File: src/rtl/snh_pkg.sv
package snh_pkg;

    // Byte-level types
    typedef logic [7:0]        t_byte;
    typedef logic [3:0]        t_nibble;
    typedef logic [63:0]       t_word;
    typedef logic [15:0][7:0]  t_hash;

    // Multiplier on the uppercased byte, reduced mod 16
    localparam int HASH_MULT      = 29277;
    localparam int BYTE_COUNT     = 16;
    localparam t_nibble MULT_LOW  = 4'(HASH_MULT % BYTE_COUNT);

    // Offset subtracted from each uppercased byte
    localparam t_byte CHAR_OFFSET = 8'd32;

    // ASCII lowercase range and the case distance
    localparam t_byte LOWER_A     = 8'h61;
    localparam t_byte LOWER_Z     = 8'h7A;
    localparam t_byte CASE_DIFF   = 8'h20;

    // Configuration register indexes
    localparam int CFG_IDX_W      = 1;
    typedef logic [CFG_IDX_W-1:0] t_cfg_idx;
    localparam t_cfg_idx REG_SEED_LOW  = 1'b0;
    localparam t_cfg_idx REG_SEED_HIGH = 1'b1;

endpackage

File: src/rtl/snh_if.sv
// Name byte channel
interface snh_name_if;
    logic           valid;
    logic           ready;
    snh_pkg::t_byte name_char;
    logic           end_of_name;

    modport source (output valid, name_char, end_of_name, input ready);
    modport sink   (input valid, name_char, end_of_name, output ready);
endinterface

// Hash result channel
interface snh_hash_if;
    logic           valid;
    logic           ready;
    snh_pkg::t_word hash_word;
    logic           word_last;

    modport source (output valid, hash_word, word_last, input ready);
    modport sink   (input valid, hash_word, word_last, output ready);
endinterface

// Configuration write channel
interface snh_cfg_if;
    logic              valid;
    logic              ready;
    snh_pkg::t_cfg_idx index;
    snh_pkg::t_word    data;

    modport source (output valid, index, data, input ready);
    modport sink   (input valid, index, data, output ready);
endinterface

File: src/rtl/snh_byte_upd.sv
// Per-byte hash update: uppercase, pick a seed byte, accumulate.
module snh_byte_upd (
    input  snh_pkg::t_hash   i_seed,
    input  snh_pkg::t_byte   i_base,
    input  snh_pkg::t_byte   i_char,
    input  snh_pkg::t_nibble i_pos,
    input  snh_pkg::t_nibble i_blk,
    output snh_pkg::t_byte   o_byte
);

    snh_pkg::t_byte   up;
    snh_pkg::t_nibble tap;
    snh_pkg::t_nibble idx;
    snh_pkg::t_nibble prod;

    // Uppercase a..z only
    assign up = (i_char >= snh_pkg::LOWER_A && i_char <= snh_pkg::LOWER_Z) ?
                i_char - snh_pkg::CASE_DIFF : i_char;

    // First lookup position: (k + 2i) mod 16
    assign tap  = i_blk + {i_pos[2:0], 1'b0};

    // Only the low nibble of up*13 matters
    assign prod = 4'(up[3:0] * snh_pkg::MULT_LOW);
    assign idx  = prod + i_seed[tap][3:0] + tap;

    assign o_byte = i_base + up - snh_pkg::CHAR_OFFSET + i_seed[idx];

endmodule

File: src/rtl/seeded_name_hash_unit.sv
// Seeded name hash: one name byte accepted per cycle while no end word waits for
// output space. An end word passes the input register, then loads the output
// buffer, which offers the low hash word and, once that is taken, the high word.
// Throughput: 1 byte/cycle under that proviso; end words wait for buffer space.
// Reset: synchronous active low, seeds cleared, next byte starts a new name.
module seeded_name_hash_unit (
    input  logic      i_clk,
    input  logic      i_rst_n,
    snh_name_if.sink  i_name,
    snh_cfg_if.sink   i_cfg,
    snh_hash_if.source o_hash
);

    // Seed registers
    snh_pkg::t_word   r_seed_low;
    snh_pkg::t_word   r_seed_high;
    snh_pkg::t_hash   seed;

    // Input register
    logic             r_in_vld;
    snh_pkg::t_byte   r_in_char;
    logic             r_in_end;

    // Hash state
    snh_pkg::t_hash   r_hash;
    snh_pkg::t_hash   n_hash;
    snh_pkg::t_nibble r_pos;
    snh_pkg::t_nibble r_blk;
    logic             r_fresh;

    // Output buffer: 2 = low word pending, 1 = high word pending
    logic [1:0]       r_out_cnt;
    snh_pkg::t_word   r_out_lo;
    snh_pkg::t_word   r_out_hi;

    snh_pkg::t_hash   src;
    snh_pkg::t_byte   base;
    snh_pkg::t_byte   upd;
    logic             out_pop;
    logic             out_space;
    logic             proc;

    assign seed = {r_seed_high, r_seed_low};

    // Config writes are always taken
    assign i_cfg.ready = 1'b1;

    always_ff @(posedge i_clk) begin
        if (!i_rst_n) begin
            r_seed_low  <= '0;
            r_seed_high <= '0;
        end else if (i_cfg.valid) begin
            unique case (i_cfg.index)
                snh_pkg::REG_SEED_LOW:  r_seed_low  <= i_cfg.data;
                snh_pkg::REG_SEED_HIGH: r_seed_high <= i_cfg.data;
                default: ;
            endcase
        end
    end

    // Handshake and stage advance
    assign out_pop   = (r_out_cnt != 2'd0) && o_hash.ready;
    assign out_space = (r_out_cnt == 2'd0) || (r_out_cnt == 2'd1 && o_hash.ready);
    assign proc      = r_in_vld && (!r_in_end || out_space);
    assign i_name.ready = !r_in_vld || proc;

    always_ff @(posedge i_clk) begin
        if (!i_rst_n) begin
            r_in_vld <= 1'b0;
        end else if (i_name.ready) begin
            r_in_vld <= i_name.valid;
        end
    end

    always_ff @(posedge i_clk) begin
        if (i_name.valid && i_name.ready) begin
            r_in_char <= i_name.name_char;
            r_in_end  <= i_name.end_of_name;
        end
    end

    // Hash source: a fresh name starts from the seed
    assign src  = r_fresh ? seed : r_hash;
    assign base = src[r_pos];

    snh_byte_upd u_upd (
        .i_seed (seed),
        .i_base (base),
        .i_char (r_in_char),
        .i_pos  (r_pos),
        .i_blk  (r_blk),
        .o_byte (upd)
    );

    always_comb begin
        n_hash        = src;
        n_hash[r_pos] = upd;
    end

    // Hash state update
    always_ff @(posedge i_clk) begin
        if (!i_rst_n) begin
            r_pos   <= '0;
            r_blk   <= '0;
            r_fresh <= 1'b1;
        end else if (proc) begin
            if (r_in_end) begin
                r_pos   <= '0;
                r_blk   <= '0;
                r_fresh <= 1'b1;
            end else begin
                r_pos   <= r_pos + 4'd1;
                r_fresh <= 1'b0;
                if (r_pos == 4'hF) begin
                    r_blk <= r_blk + 4'd1;
                end
            end
        end
    end

    always_ff @(posedge i_clk) begin
        if (proc && !r_in_end) begin
            r_hash <= n_hash;
        end
    end

    // Output buffer
    always_ff @(posedge i_clk) begin
        if (!i_rst_n) begin
            r_out_cnt <= 2'd0;
        end else if (proc && r_in_end) begin
            r_out_cnt <= 2'd2;
        end else if (out_pop) begin
            r_out_cnt <= r_out_cnt - 2'd1;
        end
    end

    always_ff @(posedge i_clk) begin
        if (proc && r_in_end) begin
            r_out_lo <= src[7:0];
            r_out_hi <= src[15:8];
        end
    end

    assign o_hash.valid     = (r_out_cnt != 2'd0);
    assign o_hash.word_last = (r_out_cnt == 2'd1);
    assign o_hash.hash_word = (r_out_cnt == 2'd2) ? r_out_lo : r_out_hi;

endmodule

File: src/flat_wrapper.sv
// flat-port wrapper written by rule: the top's interface ports become plain ports
module seeded_name_hash_unit_flat 
  (i_clk, i_rst_n, i_name_valid, i_name_name_char, i_name_end_of_name, i_name_ready, i_cfg_valid, i_cfg_index, i_cfg_data, i_cfg_ready, o_hash_valid, o_hash_hash_word, o_hash_word_last, o_hash_ready);
  snh_name_if i_name_i ();
  snh_cfg_if i_cfg_i ();
  snh_hash_if o_hash_i ();
  input  logic i_clk;
  input  logic i_rst_n;
  input wire logic [$bits(i_name_i.valid)-1:0] i_name_valid;
  input wire logic [$bits(i_name_i.name_char)-1:0] i_name_name_char;
  input wire logic [$bits(i_name_i.end_of_name)-1:0] i_name_end_of_name;
  output wire logic [$bits(i_name_i.ready)-1:0] i_name_ready;
  input wire logic [$bits(i_cfg_i.valid)-1:0] i_cfg_valid;
  input wire logic [$bits(i_cfg_i.index)-1:0] i_cfg_index;
  input wire logic [$bits(i_cfg_i.data)-1:0] i_cfg_data;
  output wire logic [$bits(i_cfg_i.ready)-1:0] i_cfg_ready;
  output wire logic [$bits(o_hash_i.valid)-1:0] o_hash_valid;
  output wire logic [$bits(o_hash_i.hash_word)-1:0] o_hash_hash_word;
  output wire logic [$bits(o_hash_i.word_last)-1:0] o_hash_word_last;
  input wire logic [$bits(o_hash_i.ready)-1:0] o_hash_ready;
  assign i_name_i.valid = i_name_valid;
  assign i_name_i.name_char = i_name_name_char;
  assign i_name_i.end_of_name = i_name_end_of_name;
  assign i_name_ready = i_name_i.ready;
  assign i_cfg_i.valid = i_cfg_valid;
  assign i_cfg_i.index = i_cfg_index;
  assign i_cfg_i.data = i_cfg_data;
  assign i_cfg_ready = i_cfg_i.ready;
  assign o_hash_valid = o_hash_i.valid;
  assign o_hash_hash_word = o_hash_i.hash_word;
  assign o_hash_word_last = o_hash_i.word_last;
  assign o_hash_i.ready = o_hash_ready;
  seeded_name_hash_unit u_core (.i_clk(i_clk), .i_rst_n(i_rst_n), .i_name(i_name_i), .i_cfg(i_cfg_i), .o_hash(o_hash_i));
endmodule
File: config.mk
export PLATFORM = sky130hd
export DESIGN_NAME = seeded_name_hash_unit_flat
export DESIGN_NICKNAME = d
export VERILOG_FILES = /design/src/rtl/snh_pkg.sv /design/src/rtl/snh_if.sv /design/src/rtl/snh_byte_upd.sv /design/src/rtl/seeded_name_hash_unit.sv /design/src/flat_wrapper.sv
export SDC_FILE = /design/constraint.sdc
export NUM_CORES = 1
export LEC_CHECK = 0
export BUFFER_PORTS_ARGS = -buffer_cell sky130_fd_sc_hd__buf_2
export CORE_ASPECT_RATIO = 0.8
export CORE_UTILIZATION = 30
export CTS_CLUSTER_SIZE = 16
export DETAILED_ROUTE_END_ITERATION = 10
export GPL_TIMING_DRIVEN = 1
export RECOVER_POWER = 50
export SETUP_SLACK_MARGIN = 0.5
export SYNTH_ARGS = -nofsm -noshare
export SYNTH_HDL_FRONTEND = slang
export SYNTH_SLANG_ARGS = --single-unit
File: constraint.sdc
create_clock -name i_clk -period 9.6 [get_ports i_clk]
set_input_delay 0 -clock i_clk [delete_from_list [all_inputs] [get_ports i_clk]]
set_output_delay 0 -clock i_clk [all_outputs]
set_load 0.02 [all_outputs]
# Word-level counts from Yosys, hierarchy flattened
# Index checks and enable logic that the tools add are counted.
# word_totals
out_inout_bits,68
input_bits,79
wordCells,89
register_bits,405
# op_classes
magnitude_cmp,6
n_reduce_logical,21
addsub,10
bitwise_logic,2
n_mux,18
n_eq_ne,3
multipliers,1
# ops
op,n
128-bit bitwise mux,1
128-bit 2-to-1 mux,1
8-bit binary-select mux with 4-bit select,3
64-bit 2-to-1 mux,1
8-bit demux with 4-bit select,1
8-bit 2-to-1 mux,4
8-bit adder,2
4-bit 2-to-1 mux,4
"8-bit by 6-bit subtractor with 8-bit output, second input constant",2
"4-bit by 5-bit < comparator with 1-bit output, second input constant",3
4-bit adder,3
"4-bit by 1-bit adder with 4-bit output, second input constant",2
"8-bit by 7-bit >= comparator with 1-bit output, second input constant",1
"8-bit by 7-bit less-or-equal comparator with 1-bit output, second input constant",1
1-bit logical AND,8
2-bit AND reduction,3
2-bit nonzero test,3
"4-bit equality test, second input constant",1
"4-bit by 1-bit >= comparator with 1-bit output, second input constant",1
"4-bit by 3-bit multiplier with 4-bit output, second input constant",1
2-bit 2-to-1 mux,2
1-bit logical OR,3
"2-bit by 1-bit equality test with 1-bit output, second input constant",1
"2-bit equality test, second input constant",1
6 further kinds,8

# Logic depth before layout (Yosys ltp)
# Gate-level depths: netlist of the first run.
# logic_depth
ltp_word,10
ltp_mapped,28
depth_no_buf,27

# Hierarchy
# From an unflattened synthesis of the first run, not the netlist that was laid out.
# hier_totals
hier_cells,1812
area_unflattened_um2,20556.0
# by_module_without_submodules
mod,seq_area_each_um2,n_inst,area_each_um2,cells_each
seeded_name_hash_unit,10760.3,1,18169.9,1637
snh_byte_upd,0.0,1,2386.0,175

# Worst setup path after synthesis of the first run
# No wires, ideal clock.
# synth_timing
path_type,register to register
from,reg u_core.r_pos[0]
to,reg u_core.r_hash[127] (netlist name) (data pin)
setup_slack_ns,1.720
required_time_ns,9.332
path_stages_with_launch,24
setup_ns,0.268
arrival_ns,7.612
period_less_slack_ns,7.880
n_path_buf,6
cell_sequence,dfxtp_1 ha_1 clkbuf_1 buf_1 mux4_2 mux4_2 fa_1 inv_1 fa_1 clkbuf_1 buf_2 buf_1 mux4_2 mux4_1 fa_1 ha_1 ha_1 a21o_1 a21oi_1 o21ai_0 xnor3_1 xnor2_4 buf_8 a21oi_2
# synth_lines
item,line_no,source
from (decl),seeded_name_hash_unit.sv:27,snh_pkg::t_nibble r_pos;
from (signal assigned),seeded_name_hash_unit.sv:112,r_pos <= r_pos + 4'd1;
to (signal assigned),seeded_name_hash_unit.sv:123,r_hash <= n_hash;
to (decl),seeded_name_hash_unit.sv:25,snh_pkg::t_hash r_hash;

==> metrics.md, run 1 <==
| Metric | Value |
|---|---|
| Run status | `finished with violations` |
| Failing checks | `max-capacitance violations, max-slew violations` |
| R2r setup slk | `1.05 ns` |
| Psw | `1.397 mW` |
| Post-CTS setup buffers | `0` |
| Pwr Density | `194.2 nW/um^2` |
| TritonCTS clock tree | `yes` |
| GRT overflow | `0` |
| Reg2reg end | `u_core.r_hash[79]$_DFFE_PP_` |
| Final Wtd Congestion | `0.8997` |
| Max Cap Viol | `7` |
| Largest net degree at the start of global routing | `103` |
| Num CTS Buffers | `45` |
| CTS clk-pin slew, worst paths | `0.06 ns` |
| H-tree Lvls | `2` |
| Cts hold-fix bufs | `~80` |
| Flops & latches, synth | `405` |
| Leading area contributor after synthesis | `edfxtp_1` |
| Final Critical Period | `8.551 ns` |
| Cell Area, Synth | `about 21000 sq um` |
| Initial antenna violation count | `4` |
| Post-Syn Instances | `1639` |
| Seq pwr share | `0.429` |
| Sw Ratio | `0.2949` |
| Setup TNS | `0 ns` |
| Critical Path Sink | `u_core.r_hash[79]$_DFFE_PP_` |
| Syn avg cell area | `roughly 13 sq um` |
| Post-CTS resize count | `0` |
| WP data required | `9.88 ns` |
| Setup crit end kind | `flop` |
| Fin nets | `approximately 1900` |
| R2r startpoint | `u_core.r_fresh$_SDFFE_PN1P_` |
| GRT Total Usage | `0.1921` |
| Yosys warnings | `0` |
| Final WL | `67.18 mm` |
| Post-synth EDFFs | `265` |
| Fmax | `between 0.1 and 0.15 GHz` |
| WS Path Type | `reg2reg` |
| Syn Nets | `1757` |
| # DRC | `0` |
| Hold Crit Start | `i_name_name_char[3]` |
| Post-route antenna net violation count | `0` |
| Die height | `236.1 um` |
| Post-synth cell types | `50` |
| Lkg Pwr | `a little over 9 nW` |
| Die area | `approximately 70000 sq um` |
| Most frequent cells in the layout | `314 x nand2_1, 265 x edfxtp_1, 139 x dfxtp_1` |
| Comb pwr share | `0.209` |
| Relative slew slack | `-2.012` |
| Fin crit share | `0.8908` |
| Clock Sinks | `405` |
| Predominant post-synthesis flop cell | `edfxtp_1` |
| Core area | `67530 sq um` |
| RSZ-0062 raised after global routing | `false` |
| Worst hold-check path type | `in2reg` |
| FFs w/ async S/R, synth | `0` |
| Peak VDD IR | `0.09605 mV` |
| Commonest non-fill, non-tap cell in the layout | `nand2_1` |
| Vias post-DR | `14319` |
| Sequential area share after synthesis | `0.5238` |
| Drt initial violations | `1613` |
| Final slew viol count | `374` |
| # fillers | `6552` |
| WP data arrival | `8.83 ns` |
| Via/cell ratio | `5.166` |
| Area contributors post-synth | `edfxtp_1 39%, dfxtp_1 14%, mux2_2 12%, mux4_2 9.4%, nand2_1 5.8%` |
| Ports | `roughly 150` |
| Average routed wire per standard cell | `24.24 um` |
| Clock network power share | `0.362` |
| Top-area cell type share of the netlist area | `0.3874` |
| Final Hold Fails | `0` |
| Final cell utilization of the core | `0.3612` |
| WHS Path Cells | `2` |
| Initial Utilization | `0.3042` |
| Layout cell share with drive strength beyond 1 | `0.2316` |
| Port bufs | `145` |
| Setup crit start kind | `flop` |
| CP Max Fanout | `between 60 and 70` |
| Clock buffer depth | `3` |
| Final clock skew | `0.02386 ns` |
| Root Buffer | `clkbuf_16` |
| Pint | `between 3 and 4 mW` |
| Setup-failing EPs final | `0` |
| Actual slew at the worst max-slew pin | `around 4.5 ns` |
| Vias in the first global route | `13712` |
| DP HPWL | `46.69 mm` |
| Later-pin clock latency in the skew report | `0.59 ns` |
| Die X | `294.6 um` |
| Worst Setup SP | `u_core.r_fresh$_SDFFE_PN1P_` |
| Area Growth Syn to Fin | `18.74%` |
| First-pass DRT Iterations | `6` |
| Row count | `85` |
| First-pass GRT wire length | `slightly below 100 mm` |
| R2R depth | `12` |
-- logic make-up after synthesis --
kind of cell,after synthesis,synth area share
buffers and inverters,164,0.03161
AND/OR/NAND/NOR,441,0.08448
adder cells (fa/ha/maj),39,0.02887
flip-flops,405,0.5238
multiplexers,340,0.2434
AO/OA/AOI/OAI,233,0.07656
XOR/XNOR,16,0.01109
other,1,0.0001826
-- worst min-delay path by stage --
stage                                               end  slack [ns]
final                     u_core.r_in_char[3]$_DFFE_PP_        0.16
after global routing      u_core.r_in_char[3]$_DFFE_PP_        0.15
after CTS                 u_core.r_in_char[3]$_DFFE_PP_        0.14
after detailed placement  u_core.r_in_char[5]$_DFFE_PP_        0.18
after global placement    u_core.r_in_char[5]$_DFFE_PP_        0.18
after floorplan           u_core.r_in_char[0]$_DFFE_PP_         0.1
-- final cells by class --
cell class / count / area (sq um) / share of cell area
multi-input cells: 1070 / 9166 / 0.3758
clock inverters: 20 / 214.0 / 0.008771
inverters: 48 / 182.7 / 0.007489
diodes: 2 / 5.005 / 0.0002052
flip-flops and latches: 405 / 10760 / 0.4412
well taps: 913 / 1142 / 0.04683
clock buffers: 64 / 1247 / 0.05114
repair buffers: 250 / 1673 / 0.06858
-- critical path: stages (launching register included) --
cell and delay, ns:
dfxtp_1 2.58, clkbuf_1 1.32, mux2_1 0.48, mux4_2 0.49
mux4_2 0.57, fa_1 0.45, fa_1 0.47, ha_1 0.35
nand2_1 0.06, o21ai_0 0.17, xnor3_1 0.50, xnor2_4 0.58
o21ai_0 0.21
-- routing by layer --
metal / part of all wire / track usage
met3: 0.10 / 0.05163
met2: 0.41 / 0.2644
met1: 0.47 / 0.2927
met4: 0.020 / 0.04877
met5: 0.0011 / 0
-- metrics by stage --
stage / cells / area, sq um / hold slack (ns) / setup WS, ns / power [mW]
after floorplan: 1639 / 20540 / 0.09887 / 1.720 / 2.700
after global placement: 2604 / 22170 / 0.1806 / 1.305 / 3.000
after detailed placement: 2604 / 22170 / 0.1808 / 1.107 / 3.019
after CTS: 2770 / 24450 / 0.1409 / 1.100 / 4.769
after global routing: 2772 / 24390 / 0.1532 / 0.6731 / 4.911
final: 2772 / 24390 / 0.1624 / 1.049 / 4.738
-- sequential cells by signal, indices dropped and copies added, names as in the netlist --
signal,cells
u_core.r_in_end,1
u_core.r_in_char,8
u_core.r_blk,4
u_core.r_seed_low,64
u_core.r_out_lo,64
u_core.r_in_vld,1
u_core.r_seed_high,64
u_core.r_hash,128
u_core.r_out_hi,64
u_core.r_out_cnt,2
u_core.r_fresh,1
u_core.r_pos,4
-- power by group through the flow --
stage / combinational (mW) / clock (mW) / sequential (mW)
5_1_grt: 1.05 / 1.82 / 2.04
6_report: 0.989 / 1.71 / 2.03
2_1_floorplan: 0.671 / 0 / 2.03
3_5_place_dp: 0.952 / 0 / 2.07
4_1_cts: 0.985 / 1.75 / 2.03
3_3_place_gp: 0.936 / 0 / 2.06
-- cells in the mapped netlist (5+ instances only) --
master	count
nor2_1	91
a21oi_1	39
mux2i_1	18
xnor2_1	6
a21boi_0	130
and2_1	10
inv_1	47
a21oi_2	5
nor2b_1	9
buf_1	20
dfxtp_1	140
fa_1	14
a21o_1	5
edfxtp_1	265
nand2_1	315
o21ai_0	39
clkbuf_1	84
o21ai_2	5
mux4_2	86
ha_1	25
nand3_1	5
buf_2	9
mux2_2	221
mux4_1	15
Note: power is estimated with default switching activity, not from simulation.
==> inputs of run 2 (changes only) <==
PLACE_DENSITY_LB_ADDON = 0.25   (was unset)
==> run 2 against run 1 <==
  * Register-to-register slack gained 0.37 ns
  * Via count grew 0.67%
  * First-iteration DRC count shrank 20%
  * Clock skew grew 0.011 ns
  * Sequential share of layout area shrank 0.21 points
  * Largest power group unchanged
  * Utilization grew 0.18 points
  * Clock power grew 6%
  * Wire length grew 2.6%
  * Final area grew 0.49%
  * Critical endpoint is now u_core.r_hash[71]$_DFFE_PP_
  * Maximum frequency grew 4.6%
  * Count of clock-buffer cells in the layout grew 3
  * The run still ends with max-capacitance violations, max-slew violations left
==> metrics.md, run 2 (synthesized netlist as in run 1, its figures left out) <==
| Metric | Value |
|---|---|
| WP data required | `9.89 ns` |
| Drt initial violations | `1293` |
| CTS clk-pin slew, worst paths | `~0.06 ns` |
| Setup-failing EPs final | `0` |
| Die X | `294.6 um` |
| Setup crit end kind | `flop` |
| Comb pwr share | `0.206` |
| Placed inst area | `22190 sq um` |
| Worst hold-check path type | `in2reg` |
| Final Critical Period | `~8.2 ns` |
| Final Wtd Congestion | `0.8964` |
| Vias post-DR | `14415` |
| TritonCTS clock tree | `yes` |
| First-pass DRT Iterations | `5` |
| Final WL | `68.94 mm` |
| # DRC | `0` |
| Fin nets | `1940` |
| CP Max Fanout | `24` |
| # fillers | `6558` |
| Post-CTS resize count | `0` |
| Initial antenna violation count | `5` |
| Via/cell ratio | `5.193` |
| Clock Sinks | `~410` |
| Pint | `3.402 mW` |
| Core area | `a little under 70000 sq um` |
| Clock buffer depth | `3` |
| Actual slew at the worst max-slew pin | `4.327 ns` |
| Average routed wire per standard cell | `24.83 um` |
| Worst path depth | `17` |
| Final clock skew | `0.03509 ns` |
| Most frequent cells in the layout | `314 x nand2_1, 265 x edfxtp_1, 139 x dfxtp_1` |
| Pwr Density | `197.6 nW/um^2` |
| Worst Setup SP | `u_core.r_blk[0]$_SDFFE_PN0P_` |
| R2r setup slk | `roughly 1.4 ns` |
| Failing checks | `max-capacitance violations, max-slew violations` |
| GRT overflow | `0` |
| Max Cap Viol | `7` |
| Post-route antenna net violation count | `0` |
| Largest net degree at the start of global routing | `95` |
| Root Buffer | `clkbuf_16` |
| Vias in the first global route | `13822` |
| Row count | `85` |
| Crit-path leading delay family | `adder cells` |
| R2R depth | `17` |
| Slowest stage delay, CP | `1.11 ns` |
| CP Buf/Inv Count | `2` |
| Final Hold Fails | `0` |
| Psw | `1.442 mW` |
| GRT Total Usage | `0.1975` |
| Setup crit start kind | `flop` |
| RSZ-0062 raised after global routing | `false` |
| Area Growth Syn to Fin | `19.32%` |
| Critical Path Sink | `u_core.r_hash[71]$_DFFE_PP_` |
| Seq pwr share | `0.420` |
| Run status | `finished with violations` |
| Die area | `69530 sq um` |
| Later-pin clock latency in the skew report | `~0.60 ns` |
| Initial Utilization | `0.3042` |
| Fin crit share | `0.8520` |
| Final slew viol count | `359` |
| H-tree Lvls | `2` |
| Sw Ratio | `0.2977` |
| Reg2reg end | `u_core.r_hash[71]$_DFFE_PP_` |
| Peak VDD IR | `0.1525 mV` |
| Lkg Pwr | `9.198 nW` |
| Critical path, cell by cell | `buf_4, mux4_1, mux4_2, fa_1, inv_1, fa_2, mux4_2, mux4_1, fa_1, ha_1, ha_1, a21o_1, a21oi_1, o21ai_0, xnor3_1, xnor2_4, o21ai_0` |
| First-pass GRT wire length | `~100 mm` |
| Reg with most FFs | `u_core.r_hash` |
| WP data arrival | `8.47 ns` |
| Largest register FFs | `128` |
| Layout cell share with drive strength beyond 1 | `0.2398` |
| Worst path slowest cell | `fa_2` |
| Ports | `147` |
| R2r startpoint | `u_core.r_blk[0]$_SDFFE_PN0P_` |
| Num CTS Buffers | `47` |
| Relative slew slack | `-1.885` |
| DP HPWL | `48.42 mm` |
| WS Path Type | `reg2reg` |
| Fmax | `0.1223 GHz` |
| Port bufs | `145` |
| Clock network power share | `0.374` |
| Die height | `236.1 um` |
| Final Cell Area | `24510 sq um` |
| Commonest non-fill, non-tap cell in the layout | `nand2_1` |
| Setup TNS | `0 ns` |
run 2: power groups by stage:
| stage | sequential (mW) | combinational (mW) | clock (mW) |
|---|---|---|---|
| 6_report | 2.04 | 0.999 | 1.81 |
| 3_5_place_dp | 2.07 | 0.968 | 0 |
| 5_1_grt | 2.04 | 1.07 | 1.92 |
| 2_1_floorplan | 2.03 | 0.671 | 0 |
| 3_3_place_gp | 2.07 | 0.956 | 0 |
| 4_1_cts | 2.03 | 0.999 | 1.85 |
run 2: how the worst min path moves through the flow:
stage / from / cells after the start / slack [ns] / to
CTS: i_name_name_char[3] / 2 / 0.12 / u_core.r_in_char[3]$_DFFE_PP_
detailed placement: i_name_name_char[3] / 1 / 0.18 / u_core.r_in_char[3]$_DFFE_PP_
finish: i_name_name_char[6] / 2 / 0.14 / u_core.r_in_char[6]$_DFFE_PP_
global placement: i_name_name_char[4] / 1 / 0.18 / u_core.r_in_char[4]$_DFFE_PP_
global route: i_name_end_of_name / 2 / 0.13 / u_core.r_in_end$_DFFE_PP_
floorplan: i_name_name_char[0] / 0 / 0.1 / u_core.r_in_char[0]$_DFFE_PP_
run 2: per-layer routing:
layer / vias to the layer above / part of all wire / track usage
met4: 4 / 0.020 / 0.04609
met5: - / 0.00032 / 0
met3: 99 / 0.096 / 0.05399
met2: 627 / 0.40 / 0.2650
li1: 6342 / - / -
met1: 7343 / 0.49 / 0.3077
run 2: layout make-up:
cell class                      instances  area, sq um  share of cell area
Timing Repair Buffer                  250         1693             0.06907
Clock buffer                           67         1365             0.05569
Clock inverter                         20        200.2            0.008167
Antenna cell                            3        7.507           0.0003063
Sequential cell                       405        10760              0.4391
Inverter                               48        182.7            0.007453
Multi-Input combinational cell       1070         9159              0.3737
Tap cell                              913         1142             0.04661
run 2: timing repair:
item / in CTS / in global routing
hold buffers: 80 / 0
buffers inserted: 0 / 0
endpoints found under the hold margin: 150 / 0
run 2: metrics by stage:
stage                     power [mW]  utilization  hold slack (ns)  std cells  setup WS, ns
final                          4.844       0.3629           0.1410       2776         1.421
after floorplan                2.700            -          0.09887       1639         1.720
after global placement         3.023       0.3286           0.1800       2606         1.548
after detailed placement       3.036       0.3286           0.1784       2606         1.397
after global routing           5.036       0.3629           0.1296       2774        0.9898
after CTS                      4.881       0.3637           0.1192       2773         1.418
==> inputs of run 3 (changes only) <==
ABC_AREA = 1   (was unset)
==> run 3 against run 2 <==
  * The flow still finishes with violations (max-capacitance violations, max-slew violations)
  * Total power grew 20%
  * Via count is 26% higher
  * Clock power about the same
  * Wire length up 24%
  * Die area fell by 0.86%
  * First-iteration DRC count grew 84%
  * Final cell count is 25% higher
  * Critical path type unchanged
  * Largest power group unchanged
==> metrics.md, run 3 <==
| Metric | Value |
|---|---|
| Run status | `finished with violations` |
| Failing checks | `max-capacitance violations, max-slew violations` |
| Later-pin clock latency in the skew report | `roughly 0.60 ns` |
| First-pass DRT Iterations | `6` |
| Clock Sinks | `405` |
| Setup crit end kind | `flop` |
| WP data required | `between 9 and 10 ns` |
| Setup-failing EPs final | `0` |
| Drt initial violations | `2382` |
| Area of the multi-input gates | `8507 sq um` |
| Syn Nets | `between 2000 and 2500` |
| Initial Utilization | `0.3030` |
| Layout cell share with drive strength beyond 1 | `0.1354` |
| Top-count cell post-synth | `nand2_1` |
| CTS clk-pin slew, worst paths | `around 0.070 ns` |
| Worst path slowest cell | `fa_1` |
| Post-synth EDFFs | `roughly 270` |
| FFs w/ async S/R, synth | `0` |
| Vias post-DR | `18216` |
| Yosys warnings | `0` |
| Fmax | `0.1269 GHz` |
| Cell Area, Synth | `around 20000 sq um` |
| Largest register FFs | `128` |
| Hold Slack | `0.1518 ns` |
| Setup TNS | `0 ns` |
| Port bufs | `145` |
| WS Path Type | `reg2reg` |
| Final Hold Fails | `0` |
| Leading area contributor after synthesis | `edfxtp_1` |
| Max Cap Viol | `7` |
| Post-synth cell types | `43` |
| Tot Pwr | `just under 6 mW` |
| Peak VDD IR | `0.2897 mV` |
| First-pass GRT wire length | `approximately 120 mm` |
| # fillers | `7049` |
| Top-area cell type share of the netlist area | `0.3908` |
| Die X | `approximately 300 um` |
| Most frequent cells in the layout | `653 x nand2_1, 366 x o21ai_0, 291 x nor2_1` |
| FF/Latch Area | `10760 sq um` |
| GRT overflow | `0` |
| Num CTS Buffers | `45` |
| Area contributors post-synth | `edfxtp_1 39%, dfxtp_1 14%, nand2_1 12%, o21ai_0 8.9%, nor2_1 5.4%` |
| Slowest stage delay, CP | `~1.1 ns` |
| Fin crit share | `0.8210` |
| Row count | `85` |
| Reg with most FFs | `u_core.r_hash` |
| Actual slew at the worst max-slew pin | `4.103 ns` |
| Initial antenna violation count | `6` |
| Vias in the first global route | `16934` |
| Lkg Pwr | `9.576 nW` |
| Final setup margin | `about 1.7 ns` |
| Place WS | `1.834 ns` |
| RSZ-0062 raised after global routing | `false` |
| Clock buffer depth | `3` |
| Ports | `147` |
| Worst hold-check path type | `in2reg` |
| Commonest non-fill, non-tap cell in the layout | `nand2_1` |
| Post-route antenna net violation count | `0` |
| WP data arrival | `8.17 ns` |
| Final Critical Period | `7.882 ns` |
| Post-Syn Instances | `around 2400` |
| Predominant post-synthesis flop cell | `edfxtp_1` |
| Most instantiated cells after synthesis | `654 x nand2_1, 364 x o21ai_0, 293 x nor2_1, 265 x edfxtp_1, 140 x dfxtp_1` |
| CP Max Fanout | `31` |
| Pwr Density | `241.1 nW/um^2` |
| Die area | `68930 sq um` |
| Final WL | `85.24 mm` |
| Sequential area share after synthesis | `0.5284` |
| Core area | `67210 sq um` |
| Die height | `~240 um` |
| Flops & latches, synth | `405` |
| Largest net degree at the start of global routing | `between 80 and 90` |
| DP HPWL | `62.28 mm` |
| Relative slew slack | `-1.736` |
| Area Growth Syn to Fin | `18.50%` |
| # DRC | `0` |
| GRT Total Usage | `0.2420` |
| Final Wtd Congestion | `0.9790` |
| Via/cell ratio | `5.239` |
| Setup crit start kind | `flop` |
| TritonCTS clock tree | `yes` |
| H-tree Lvls | `2` |
| Root Buffer | `clkbuf_16` |
| Final clock skew | `0.04104 ns` |
| Final slew viol count | `384` |
| Syn avg cell area | `8.567 sq um` |
| Average routed wire per standard cell | `24.51 um` |
| Fin nets | `2647` |
| Critical path, cell by cell | `fa_1, inv_1, a211oi_1, o31ai_1, inv_1, fa_1, inv_1, fa_2, fa_1, buf_4, inv_1, buf_4, o21ai_0, a21oi_1, o22ai_1, mux2i_1, fa_1, ha_1, ha_1, inv_1, fa_1, o21ai_0` |
[run 3: cell types whose count changed after synthesis, sizes merged, moves of 10 or more]
cell / change
a21boi: -130
a21oi: +36
and2: -10
clkbuf: +28
inv: +76
mux2: -157
mux2i: -16
mux4: -101
nand2: +368
nand3: +68
nor2: +203
o211ai: +13
o21ai: +323
o221ai: +31
[run 3: final cells by class]
class / instances / share of cell area
Sequential cell: 405 / 0.4459
Antenna cell: 1 / 0.0001037
Clock inverter: 27 / 0.01301
Clock buffer: 54 / 0.05060
Tap cell: 913 / 0.04734
Multi-Input combinational cell: 1701 / 0.3525
Inverter: 123 / 0.01960
Timing Repair Buffer: 253 / 0.07093
[run 3: worst max-delay path: cells and delay by family (launching register included)]
family,cells,cell delay (ns)
flops,1,0.72
mux,1,0.29
compound gates,6,0.92
fa+ha+maj,8,4.12
buf+inv,7,1.47
[run 3: final timing paths]
path                                     start                            end  slack [ns]  cells after the start
setup / recovery  u_core.r_pos[1]$_SDFFE_PN0P_    u_core.r_hash[67]$_DFFE_PP_        1.72                     22
hold reg to reg   u_core.r_blk[1]$_SDFFE_PN0P_   u_core.r_blk[1]$_SDFFE_PN0P_        0.52                      2
setup reg to reg  u_core.r_pos[1]$_SDFFE_PN0P_    u_core.r_hash[67]$_DFFE_PP_        1.72                     22
hold / removal             i_name_name_char[4]  u_core.r_in_char[4]$_DFFE_PP_        0.15                      2
[run 3: power breakdown]
group          internal, mW  switching, mW  total [mW]
Clock                  1.05          0.765        1.81
Combinational         0.496           1.41        1.90
Sequential             2.01         0.0924        2.10
Total                  3.55           2.26        5.82
[run 3: kinds of logic after synthesis]
group           share of synthesized area
buf+inv                           0.05499
mux                               0.03637
xor+xnor                         0.005161
compound gates                     0.1400
other cells                     0.0001841
simple gates                       0.2058
flops                              0.5284
fa+ha+maj                         0.02912
[run 3: per-layer routing]
| layer | routed length, um | part of all wire | up-vias | track usage |
|---|---|---|---|---|
| li1 | - | - | 8355 | - |
| met1 | 39920 | 0.47 | 8769 | 0.3738 |
| met2 | 34000 | 0.40 | 954 | 0.3335 |
| met3 | 8856 | 0.10 | 132 | 0.05070 |
| met4 | 2412 | 0.028 | 6 | 0.06929 |
| met5 | 46 | 0.00054 | - | 0 |
[run 3: stage by stage]
stage	instance area, sq um	cells	util
2_1_floorplan	20360	2377	-
3_3_place_gp	21820	3314	0.3246
3_5_place_dp	21820	3314	0.3246
4_1_cts	24160	3476	0.3595
5_1_grt	24130	3476	0.3590
6_report	24130	3477	0.3590
[run 3: repair_timing]
item                                   CTS  global route
endpoints found under the hold margin  151             0
setup buffers                            0             0
gates resized for setup                  0             0
hold buffers                            81             0
